## config.mk

```make
export PLATFORM = sky130hd
export DESIGN_NAME = periodic_event_scheduler_unit
export DESIGN_NICKNAME = d
export VERILOG_FILES = /design/src/design/pes_pkg.sv /design/src/design/pes_rem.sv /design/src/design/pes_ctrl.sv /design/src/design/pes_dp.sv /design/src/design/periodic_event_scheduler_unit.sv
export SDC_FILE = /design/constraint.sdc
export NUM_CORES = 2
export LEC_CHECK = 0
export ABC_AREA = 1
export BUFFER_PORTS_ARGS = -buffer_cell sky130_fd_sc_hd__buf_2
export CAP_MARGIN = 20
export CORE_MARGIN = 10
export CORE_UTILIZATION = 35
export CTS_BUF_LIST = sky130_fd_sc_hd__clkbuf_16
export CTS_CLUSTER_DIAMETER = 80
export DETAILED_ROUTE_END_ITERATION = 8
export GPL_TIMING_DRIVEN = 0
export HOLD_SLACK_MARGIN = 0.06
export MAX_ROUTING_LAYER = met4
export PLACE_DENSITY_LB_ADDON = 0.2
export SLEW_MARGIN = 30
export SYNTH_ARGS = -nofsm -noshare
export SYNTH_HDL_FRONTEND = slang
export SYNTH_SLANG_ARGS = --single-unit
```

## constraint.sdc

```tcl
create_clock -name clk -period 5.3 [get_ports clk]
set_input_delay 1.06 -clock clk [delete_from_list [all_inputs] [get_ports clk]]
set_output_delay 1.06 -clock clk [all_outputs]
set_load 0.005 [all_outputs]
```

## src/design/pes_pkg.sv

```systemverilog
// Shared codes, state encoding and controller/datapath interface types.
package pes_pkg;

  localparam logic [1:0] OP_CREATE = 2'd0;
  localparam logic [1:0] OP_UPDATE = 2'd1;
  localparam logic [1:0] OP_TICK   = 2'd2;

  localparam logic [1:0] ST_OK        = 2'd0;
  localparam logic [1:0] ST_DUPLICATE = 2'd1;
  localparam logic [1:0] ST_FULL      = 2'd2;
  localparam logic [1:0] ST_NOT_FOUND = 2'd3;

  localparam logic KIND_FIRED   = 1'b0;
  localparam logic KIND_SUMMARY = 1'b1;

  localparam logic [15:0] RESET_MAX_WAIT_MS = 16'd350;

  localparam int REM_STEPS = 32;
  localparam int REM_CNT_W = $clog2(REM_STEPS + 1);

  typedef enum logic [2:0] {
    S_IDLE,
    S_READ,
    S_CHECK,
    S_DIV,
    S_FIRE,
    S_SUMMARY
  } pes_state_t;

  typedef struct packed {
    logic accept;
    logic walk_next;
    logic check;
    logic div_start;
    logic fire;
    logic finish;
  } pes_cmd_t;

  typedef struct packed {
    logic [1:0] in_op;
    logic [1:0] op;
    logic       last_idx;
    logic       active;
    logic       due_le_now;
    logic       div_busy;
    logic       out_free;
  } pes_stat_t;

endpackage

```

## src/design/pes_rem.sv

```systemverilog
// Bit-serial restoring remainder unit: 32-bit dividend modulo 16-bit divisor.
module pes_rem (
  input  logic        clk,
  input  logic        rst,
  input  logic        start,
  input  logic [31:0] dividend,
  input  logic [15:0] divisor,
  output logic        busy,
  output logic [15:0] rem
);
  import pes_pkg::*;

  logic [31:0]          dq;
  logic [15:0]          divisor_q;
  logic [REM_CNT_W-1:0] cnt;
  logic [16:0]          rem_sh;
  logic                 fits;
  logic [15:0]          rem_next;

  always_comb begin
    rem_sh   = {rem, dq[31]};
    fits     = rem_sh >= {1'b0, divisor_q};
    rem_next = fits ? 16'(rem_sh - {1'b0, divisor_q}) : rem_sh[15:0];
  end

  always_ff @(posedge clk) begin
    if (rst) begin
      busy <= 1'b0;
      cnt  <= '0;
    end else if (start) begin
      busy <= 1'b1;
      cnt  <= REM_CNT_W'(REM_STEPS);
    end else if (busy) begin
      cnt <= cnt - 1'b1;
      if (cnt == REM_CNT_W'(1)) begin
        busy <= 1'b0;
      end
    end
  end

  always_ff @(posedge clk) begin
    if (start) begin
      dq        <= dividend;
      divisor_q <= divisor;
      rem       <= '0;
    end else if (busy) begin
      dq  <= {dq[30:0], 1'b0};
      rem <= rem_next;
    end
  end

endmodule

```

## src/design/pes_ctrl.sv

```systemverilog
// Controller state machine that sequences the table walk for each input beat.
module pes_ctrl (
  input  logic              clk,
  input  logic              rst,
  input  logic              item_valid,
  input  pes_pkg::pes_stat_t stat,
  output pes_pkg::pes_cmd_t  cmd,
  output logic              idle
);
  import pes_pkg::*;

  pes_state_t state, state_next;

  always_ff @(posedge clk) begin
    if (rst) begin
      state <= S_IDLE;
    end else begin
      state <= state_next;
    end
  end

  always_comb begin
    state_next = state;
    cmd        = '0;
    idle       = 1'b0;
    unique case (state)
      S_IDLE: begin
        idle = 1'b1;
        if (item_valid) begin
          cmd.accept = 1'b1;
          if (stat.in_op == OP_CREATE || stat.in_op == OP_UPDATE ||
              stat.in_op == OP_TICK) begin
            state_next = S_READ;
          end
        end
      end
      S_READ: begin
        state_next = S_CHECK;
      end
      S_CHECK: begin
        if (stat.op == OP_TICK && stat.active && stat.due_le_now) begin
          cmd.div_start = 1'b1;
          state_next    = S_DIV;
        end else begin
          cmd.check = 1'b1;
          if (stat.last_idx) begin
            state_next = S_SUMMARY;
          end else begin
            cmd.walk_next = 1'b1;
            state_next    = S_READ;
          end
        end
      end
      S_DIV: begin
        if (!stat.div_busy) begin
          state_next = S_FIRE;
        end
      end
      S_FIRE: begin
        if (stat.out_free) begin
          cmd.fire = 1'b1;
          if (stat.last_idx) begin
            state_next = S_SUMMARY;
          end else begin
            cmd.walk_next = 1'b1;
            state_next    = S_READ;
          end
        end
      end
      S_SUMMARY: begin
        if (stat.out_free) begin
          cmd.finish = 1'b1;
          state_next = S_IDLE;
        end
      end
      default: begin
        state_next = S_IDLE;
      end
    endcase
  end

endmodule

```

## src/design/pes_dp.sv

```systemverilog
// Datapath: entry table, walk index, search flags, delay minimum and result register.
module pes_dp #(
  parameter int ENTRIES = 16
) (
  input  logic              clk,
  input  logic              rst,
  input  pes_pkg::pes_cmd_t  cmd,
  output pes_pkg::pes_stat_t stat,
  input  logic [1:0]        op,
  input  logic [15:0]       event_key,
  input  logic [15:0]       period_ms,
  input  logic [15:0]       start_due_ms,
  input  logic [31:0]       now_ms,
  input  logic              cfg_write_en,
  input  logic [15:0]       cfg_write_data,
  output logic              result_valid,
  input  logic              result_stall,
  output logic              kind,
  output logic [15:0]       fired_key,
  output logic [1:0]        status,
  output logic [15:0]       next_delay_ms,
  output logic              last
);
  import pes_pkg::*;

  localparam int IW = (ENTRIES > 1) ? $clog2(ENTRIES) : 1;

  // Latched input beat.
  logic [1:0]  op_q;
  logic [15:0] key_q;
  logic [15:0] period_q;
  logic [15:0] start_q;
  logic [31:0] now_q;

  logic [15:0] max_wait;
  logic [15:0] best;

  logic [IW-1:0] idx;
  logic          hit;
  logic [IW-1:0] hit_idx;
  logic          free_found;
  logic [IW-1:0] free_idx;

  logic [ENTRIES-1:0] valid;
  logic [15:0] mem_key    [ENTRIES];
  logic [15:0] mem_period [ENTRIES];
  logic [31:0] mem_due    [ENTRIES];

  logic        rd_valid;
  logic [15:0] rd_key;
  logic [15:0] rd_period;
  logic [31:0] rd_due;

  logic        div_busy;
  logic [15:0] rem;

  logic        out_free;
  logic        create_wr;
  logic        update_wr;
  logic        key_we;
  logic        period_we;
  logic        due_we;
  logic [IW-1:0] wr_addr;
  logic [31:0] due_wdata;
  logic [31:0] due_gap;
  logic [15:0] fire_delay;
  logic [31:0] due_new;
  logic [1:0]  summary_status;

  pes_rem u_rem (
    .clk      (clk),
    .rst      (rst),
    .start    (cmd.div_start),
    .dividend (now_q - rd_due),
    .divisor  (rd_period),
    .busy     (div_busy),
    .rem      (rem)
  );

  always_comb begin
    out_free   = !result_valid || !result_stall;
    create_wr  = cmd.finish && op_q == OP_CREATE && !hit && free_found;
    update_wr  = cmd.finish && op_q == OP_UPDATE && hit;
    key_we     = create_wr;
    period_we  = create_wr || update_wr;
    due_we     = create_wr || update_wr || cmd.fire;
    fire_delay = rd_period - rem;
    due_new    = now_q + {16'd0, fire_delay};
    due_gap    = rd_due - now_q;
    if (cmd.fire) begin
      wr_addr = idx;
    end else if (op_q == OP_CREATE) begin
      wr_addr = free_idx;
    end else begin
      wr_addr = hit_idx;
    end
    due_wdata = cmd.fire ? due_new : {16'd0, start_q};

    if (op_q == OP_CREATE) begin
      if (hit) begin
        summary_status = ST_DUPLICATE;
      end else if (free_found) begin
        summary_status = ST_OK;
      end else begin
        summary_status = ST_FULL;
      end
    end else if (op_q == OP_UPDATE) begin
      summary_status = hit ? ST_OK : ST_NOT_FOUND;
    end else begin
      summary_status = ST_OK;
    end

    stat.in_op      = op;
    stat.op         = op_q;
    stat.last_idx   = idx == IW'(ENTRIES - 1);
    stat.active     = rd_valid && rd_period != 16'd0;
    stat.due_le_now = rd_due <= now_q;
    stat.div_busy   = div_busy;
    stat.out_free   = out_free;
  end

  // Table memories with a registered read at the walk index.
  always_ff @(posedge clk) begin
    if (key_we) begin
      mem_key[wr_addr] <= key_q;
    end
    if (period_we) begin
      mem_period[wr_addr] <= period_q;
    end
    if (due_we) begin
      mem_due[wr_addr] <= due_wdata;
    end
    rd_key    <= mem_key[idx];
    rd_period <= mem_period[idx];
    rd_due    <= mem_due[idx];
  end

  always_ff @(posedge clk) begin
    if (rst) begin
      valid    <= '0;
      rd_valid <= 1'b0;
    end else begin
      if (create_wr) begin
        valid[free_idx] <= 1'b1;
      end
      rd_valid <= valid[idx];
    end
  end

  always_ff @(posedge clk) begin
    if (rst) begin
      max_wait <= RESET_MAX_WAIT_MS;
    end else if (cfg_write_en) begin
      max_wait <= cfg_write_data;
    end
  end

  always_ff @(posedge clk) begin
    if (cmd.accept) begin
      op_q     <= op;
      key_q    <= event_key;
      period_q <= period_ms;
      start_q  <= start_due_ms;
      now_q    <= now_ms;
    end
  end

  // Walk index, search flags and running minimum delay.
  always_ff @(posedge clk) begin
    if (rst) begin
      idx        <= '0;
      hit        <= 1'b0;
      free_found <= 1'b0;
    end else if (cmd.accept) begin
      idx        <= '0;
      hit        <= 1'b0;
      free_found <= 1'b0;
    end else begin
      if (cmd.walk_next) begin
        idx <= idx + 1'b1;
      end
      if (cmd.check && op_q != OP_TICK) begin
        if (rd_valid && rd_key == key_q && !hit) begin
          hit <= 1'b1;
        end
        if (!rd_valid && !free_found) begin
          free_found <= 1'b1;
        end
      end
    end
  end

  always_ff @(posedge clk) begin
    if (cmd.accept) begin
      best <= max_wait;
    end else if (cmd.check && op_q == OP_TICK && stat.active) begin
      if (due_gap < {16'd0, best}) begin
        best <= due_gap[15:0];
      end
    end else if (cmd.fire) begin
      if (fire_delay < best) begin
        best <= fire_delay;
      end
    end
    if (cmd.check && op_q != OP_TICK) begin
      if (rd_valid && rd_key == key_q && !hit) begin
        hit_idx <= idx;
      end
      if (!rd_valid && !free_found) begin
        free_idx <= idx;
      end
    end
  end

  // Result register.
  always_ff @(posedge clk) begin
    if (rst) begin
      result_valid <= 1'b0;
    end else if (cmd.fire || cmd.finish) begin
      result_valid <= 1'b1;
    end else if (!result_stall) begin
      result_valid <= 1'b0;
    end
  end

  always_ff @(posedge clk) begin
    if (cmd.fire) begin
      kind          <= KIND_FIRED;
      fired_key     <= rd_key;
      status        <= ST_OK;
      next_delay_ms <= 16'd0;
      last          <= 1'b0;
    end else if (cmd.finish) begin
      kind          <= KIND_SUMMARY;
      fired_key     <= 16'd0;
      status        <= summary_status;
      next_delay_ms <= (op_q == OP_TICK) ? best : 16'd0;
      last          <= 1'b1;
    end
  end

endmodule

```

## src/design/periodic_event_scheduler_unit.sv

```systemverilog
// Top level of the periodic event scheduler: controller plus datapath.
//
// Usage: an input beat on the item channel (item_valid/item_stall) carries a
// create, update or tick operation. A create adds a key to the lowest free
// entry, an update rewrites period and due time of a known key, and a tick
// fires every enabled entry whose due time is reached and reports the capped
// delay to the earliest due time. Results leave one beat at a time on the
// result channel (result_valid/result_stall); the last beat of each input
// has last set. Operation code 3 is dropped and produces no beat.
// The table is walked one entry at a time through the registered read port
// of the entry memories, each entry passing a read state and a check state.
// On a tick each firing entry also runs the bit-serial remainder unit before
// its beat is loaded. One input is worked on at a time; item_stall is high
// from acceptance until the summary beat has been loaded into the result
// register, so the next input can be taken while that beat still waits.
// When the receiver stalls, the walk halts before loading the next beat.
// A synchronous reset clears all entries, the result register and loads the
// maximum wait register with 350 ms; max_wait is written via cfg_write_en.
module periodic_event_scheduler_unit #(
  parameter int ENTRIES = 16
) (
  input  logic        clk,
  input  logic        rst,
  input  logic        cfg_write_en,
  input  logic [15:0] cfg_write_data,
  input  logic        item_valid,
  output logic        item_stall,
  input  logic [1:0]  op,
  input  logic [15:0] event_key,
  input  logic [15:0] period_ms,
  input  logic [15:0] start_due_ms,
  input  logic [31:0] now_ms,
  output logic        result_valid,
  input  logic        result_stall,
  output logic        kind,
  output logic [15:0] fired_key,
  output logic [1:0]  status,
  output logic [15:0] next_delay_ms,
  output logic        last
);
  import pes_pkg::*;

  pes_cmd_t  cmd;
  pes_stat_t stat;
  logic      idle;
  logic      item_valid_seen;

  // The controller only takes a beat while idle, so stall is its inverse.
  assign item_stall      = !idle;
  assign item_valid_seen = item_valid && idle;

  pes_ctrl u_ctrl (
    .clk        (clk),
    .rst        (rst),
    .item_valid (item_valid_seen),
    .stat       (stat),
    .cmd        (cmd),
    .idle       (idle)
  );

  pes_dp #(
    .ENTRIES (ENTRIES)
  ) u_dp (
    .clk            (clk),
    .rst            (rst),
    .cmd            (cmd),
    .stat           (stat),
    .op             (op),
    .event_key      (event_key),
    .period_ms      (period_ms),
    .start_due_ms   (start_due_ms),
    .now_ms         (now_ms),
    .cfg_write_en   (cfg_write_en),
    .cfg_write_data (cfg_write_data),
    .result_valid   (result_valid),
    .result_stall   (result_stall),
    .kind           (kind),
    .fired_key      (fired_key),
    .status         (status),
    .next_delay_ms  (next_delay_ms),
    .last           (last)
  );

endmodule

```

======== After elaboration in Yosys (flattened, before gate mapping) ========
Memories as Yosys holds them, arrays and structs flattened. A register that Yosys moved wholly into a read port is not among the register bits.
Cells that the tools add are included.
cells by class
  add/sub/neg operators ................... 7
  equality and inequality tests ........... 20
  muxes and demuxes ....................... 56
  order comparisons ....................... 7
  reduce and logical (&&, ||, !) cells .... 42
  bitwise gates (word level) .............. 1
operators with widths
  kind                                                   number
  two-way mux 16 bit                                     9
  two-way mux 32 bit                                     3
  subtractor 32 bit                                      2
  adder 32 x 16 -> 32 bit                                1
  <= comparator 32 bit                                   1
  < comparator 32 x 16 -> 1 bit                          1
  subtractor 16 bit                                      2
  two-way mux 1 bit                                      22
  two-way mux 3 bit                                      7
  case mux 3 bit (6 select lines)                        1
  greater-or-equal comparator 17 x 16 -> 1 bit           1
  == test 16 bit                                         1
  logical AND 1 bit                                      16
  < comparator 16 bit                                    1
  bitwise OR 16 bit                                      1
  nonzero test 16 bit                                    1
  two-way mux 2 bit                                      7
  two-way mux 6 bit                                      2
  < comparator 4 x 5 -> 1 bit, second input constant     2
  two-way mux 4 bit                                      2
  inequality test 2 x 1 -> 1 bit, second input constant  4
  == test 3 x 2 -> 1 bit, second input constant          2
  == test 3 bit, second input constant                   2
  == test 6 x 1 -> 1 bit, second input constant          1
  22 further kinds                                       41
word-level totals
  word-level logic and storage cells ...... 162
  register bits after elaboration ......... 255
  memories ................................ 3
  bits of input ports ..................... 103
  output and inout bits ................... 38
  memory bits (writable) .................. 1,024
memories
  memory           words  width  rd ports  clocked after Yosys merged registers in  wr ports  line          text
  u_dp.mem_due     16     32     1         1                                        1         pes_dp.sv:47  logic [31:0] mem_due [ENTRIES];
  u_dp.mem_key     16     16     1         1                                        1         pes_dp.sv:45  logic [15:0] mem_key [ENTRIES];
  u_dp.mem_period  16     16     1         1                                        1         pes_dp.sv:46  logic [15:0] mem_period [ENTRIES];

======== Logic depth before layout (Yosys ltp) ========
  word-level depth ........................ 11
  gate-level depth with buffers ........... 24

======== Hierarchy ========
Synthesis repeated with hierarchy kept, for this count alone.
second synthesis, totals
  cell total of the unflattened synthesis .. 5,388
  area total of the unflattened synthesis .. 59,054.1 sq um
by module, submodules not included
  module                         area an instance (sq um)  cells each  instances
  pes_dp                         54,674.9                  4,801       1
  pes_rem                        4,083.9                   533         1
  pes_ctrl                       284.0                     51          1
  periodic_event_scheduler_unit  11.3                      3           1

======== Least setup slack after synthesis ========
OpenSTA, ideal clock, no wires.
  path type ............................... input port to flip-flop
  start ................................... input port item_valid
  end ..................................... register u_dp.key_q[0] (enable)
  setup slack ............................. 1.086 ns
  buffers on the path ..................... 1
  library setup time ...................... 0.478 ns
  stages on the path ...................... 3
  data arrival time ....................... 3.736 ns
  data required time ...................... 4.822 ns
  path through ............................ inv_1 -> nor2_1 -> clkbuf_1
RTL lines
  what                    line                                 text
  start: declaration      periodic_event_scheduler_unit.sv:26  input logic item_valid,
  end signal: assignment  pes_dp.sv:161                        key_q <= event_key;
  end: declaration        pes_dp.sv:30                         logic [15:0] key_q;

======== Worst setup path after layout ========
  start ................................... register u_dp.rd_period[4] (read register of u_dp.mem_period)
  end ..................................... memory u_dp.mem_due[11][30], data pin
between the ends
  word-level cells in the longest chain between the ends .. 3
RTL lines
  what                     line          text
  start: declaration       pes_dp.sv:51  logic [15:0] rd_period;
  subtractor 16 bit        pes_dp.sv:87  fire_delay = rd_period - rem;
  adder 32 x 16 -> 32 bit  pes_dp.sv:88  due_new = now_q + {16'd0, fire_delay};
  two-way mux 32 bit       pes_dp.sv:97  due_wdata = cmd.fire ? due_new : {16'd0, start_q};
  via u_dp.due_wdata[30]   pes_dp.sv:64  logic [31:0] due_wdata;
  end: declaration         pes_dp.sv:47
The timed path passes the listed nets, and every way through them passes these cells.

==> impl_metrics.tcl <==
set metrics [dict create \
    outcome "finished, final reports clean" \
    seq_power_share_pct 45.9 \
    drtIter0Drc 4417 \
    first_global_vias 41200 \
    clk_pin_slew_worst_paths_ns 0.07 \
    antenna_found_initial 9 \
    yosysSeqAreaShare_pct 66.5 \
    synthFlopType "edfxtp_1" \
    yosysMostFrequentCell "edfxtp_1" \
    start_util_pct 35.3 \
    ys_warn_count 0 \
    drive_above_1_share_pct 11.4 \
    clk_latency_ns 0.81 \
    fill_cells 15500 \
    cp_max_fo 16 \
    total_power_w 0.0267 \
    areaGrowthSynthToFinish_pct 18.3 \
    intPower_w 0.0190 \
    portBuffers 139 \
    coreArea_um2 165000 \
    ys_ff_latch 1343 \
    path_class "flop to flop" \
    yosysTopAreaCell "edfxtp_1" \
    setup_viol 0 \
    pwr-share-comb_pct 14.7 \
    required_ns 5.76 \
    cts_root_buffer "clkbuf_16" \
    h-tree-depth 4 \
    power_switching_w 0.00769 \
    ys_async_sr_fraction_pct 0 \
    power.density_nw_per_um2 387 \
    cts_setup_buffers 0 \
    ir_worst_vdd_mv 0.302 \
    synth_edf_count 1194 \
    slew_violations 0 \
    place.detailed.hpwl_um 145000 \
    synth_fp_nets 5486 \
    numCtsBuffers 152 \
    cap_violations 0 \
    fin_crit_ns 5.08 \
    gp_congestion 0.927 \
    final_util_pct 41.8 \
    synth_top_family_by_area "simple AND/OR/NAND/NOR gates" \
    multiInputGateArea_um2 17400 \
    overflow 0 \
    switching_share_pct 28.8 \
    rsz0062_at_grt "yes" \
    synthSimpleGateAreaFrac_pct 12.2 \
    grt_max_degree 43 \
    wl_um 202000 \
    fin_crit_sh_pct 95.8 \
    synth_compound_area_share_pct 12.2 \
    synth_adder_area_share_pct 3.23 \
    vias 42200 \
    clockBufferDepth 3 \
    fp-row-count 149 \
    viasPerCell 5.33 \
    grt.total_usage_pct 21.9 \
    cts_num_sinks 1343 \
    synthTopCellsByArea "edfxtp_1 61%, o21ai_0 5.7%, dfxtp_1 5.1%" \
    drtPass1Iterations 6 \
    drtAntennaViolNets 0 \
    synth_common_cells "1194 x edfxtp_1, 743 x nor2_1, 676 x nand2_1" \
    nets 5854 \
    dpl_cell_area_um2 64000 \
    slew_headroom_pct 34.3 \
    holdBufCountCts 0 \
    ff_latch_area_um2 38800 \
    clkPwrFrac_pct 39.4 \
    hold_class "input port to flop" \
    die_y_um 429 \
    syn_inst 5235 \
    p_leak_nw 25.7 \
    remaining_drc_errors 0 \
    synth.distinct_cells 59 \
    wl_per_cell_um 25.5 \
    arrival_ns 5.54 \
    synthMuxAreaShare_pct 0 \
    grt_pass1_wl_um 290000 \
    ioPinCount 141 \
    syn_area_um2 58400 \
    cts_tree "built" \
    timing.fmax_ghz 0.197 \
    dieArea_um2 184000 \
    worst_pin_slew_ns 0.986 \
    crit_path_start_kind "flop" \
    syn_area_per_cell_um2 11.2 \
    finalHoldViolCount 0 \
    yosys.area_share.xor_xnor_pct 1.36 \
    die_w_um 429 \
    worst_clock_skew_ns 0.0483 \
    synth.top_cell.area_share_pct 61.4 \
    endpoint_kind "flop" \
    fin_area_um2 69100 \
]
[timing repair]
action / in CTS / in global routing
endpoints found under the setup margin: 0 / 112
hold endpoints to repair: 0 / 0
gates resized for setup: 0 / 6
[through the flow]
stage	instances	TNS (ns)	setup WS [ns]	hold slack, ns
after floorplan	5235	0	1.09	0.427
after global routing	7918	-0.266	-0.0207	0.388
final	7919	0	0.221	0.419
after CTS	7918	0	0.127	0.366
after global placement	7563	-658.54	-2.00	0.436
after detailed placement	7638	0	0.158	0.444
[power by group through the flow]
| stage | registers, W | clock network, W | logic, W |
|---|---|---|---|
| finish | 0.0123 | 0.0105 | 0.00392 |
| global placement | 0.0125 | 0 | 0.00376 |
| global route | 0.0123 | 0.0111 | 0.00430 |
| CTS | 0.0123 | 0.0107 | 0.00391 |
| floorplan | 0.0123 | 0 | 0.00229 |
| detailed placement | 0.0125 | 0 | 0.00389 |
[worst max-delay path, stage by stage, from the launching register on]
cell and delay [ns]:
dfxtp_1 0.41, ha_1 0.36, inv_1 0.07, o21bai_1 0.19
a21oi_1 0.09, xnor2_1 0.49, ha_1 0.49, a21o_1 0.22
a21oi_1 0.56, inv_1 0.16, nand2_1 0.09, nand2_1 0.08
a21oi_1 0.34, o21ai_2 0.21, nand3_1 0.19, o21ai_0 0.11
a21oi_2 0.66
[per-layer routing]
layer / global-route usage, % / vias to the layer above / wire [µm]
li1: - / 19400 / -
met1: 28.2 / 20800 / 85500
met2: 34.4 / 1679 / 93400
met3: 3.86 / 354 / 14700
met4: 8.49 / 0 / 8320
met5: - / - / 0
[kinds of logic after synthesis]
logic type	after synthesis
adders and majority gates	148
buffers and inverters	666
xor gates and xnor gates	91
and+or+nand+nor	1745
AOI/OAI and AO/OA	1242
DFF	1343
[placed cells by master (no fill, tap or decap), types with 18 or more instances in the layout]
| cell type | count |
|---|---|
| o211ai_1 | 38 |
| clkbuf_16 | 153 |
| buf_6 | 18 |
| nor2_4 | 51 |
| clkinv_1 | 30 |
| buf_16 | 46 |
| nor3_1 | 27 |
| o22ai_1 | 156 |
| ha_1 | 143 |
| dfxtp_1 | 149 |
| nand2_1 | 675 |
| o21ai_2 | 20 |
| nand3_1 | 230 |
| a21oi_1 | 150 |
| o221ai_1 | 106 |
| edfxtp_1 | 1194 |
| xnor2_1 | 29 |
| clkinv_2 | 23 |
| xor2_1 | 60 |
| o21ai_1 | 55 |
| inv_1 | 412 |
| clkbuf_1 | 180 |
| nand4_1 | 18 |
| buf_4 | 20 |
| o21ai_0 | 645 |
| buf_2 | 175 |
| nor2_1 | 692 |
[final timing paths]
| check | slack, ns | end | depth (start not counted) | from |
|---|---|---|---|---|
| setup / recovery | 0.22 | u_dp.mem_due[11][30]$_DFFE_PP_ | 16 | u_dp.rd_period[4]$_DFF_P_ |
| hold / removal | 0.42 | u_dp.key_q[10]$_DFFE_PP_ | 1 | event_key[10] |
| setup reg to reg | 0.22 | u_dp.mem_due[11][30]$_DFFE_PP_ | 16 | u_dp.rd_period[4]$_DFF_P_ |
| hold reg to reg | 0.46 | u_dp.next_delay_ms[13]$_SDFFE_PP0P_ | 2 | u_dp.next_delay_ms[13]$_SDFFE_PP0P_ |
[sequential cells by signal, summed over array words and instances, names as in the netlist, 32 cells and up]
name / flops
u_dp.mem_key: 256
u_dp.now_q: 32
u_dp.u_rem.dq: 32
u_dp.mem_due: 512
u_dp.rd_due: 32
u_dp.mem_period: 256
[cell type report]
| class | count | area share [%] |
|---|---|---|
| Clock buffer | 153 | 5.54 |
| Antenna cell | 1 | 0.00362 |
| Timing Repair Buffer | 214 | 3.44 |
| Clock inverter | 127 | 1.72 |
| Inverter | 400 | 2.17 |
| Sequential cell | 1343 | 56.2 |
| Multi-Input combinational cell | 3226 | 25.2 |
| Tap cell | 2189 | 3.96 |
| Buffer | 266 | 1.72 |
Note: power is estimated with default switching activity, not from simulation.
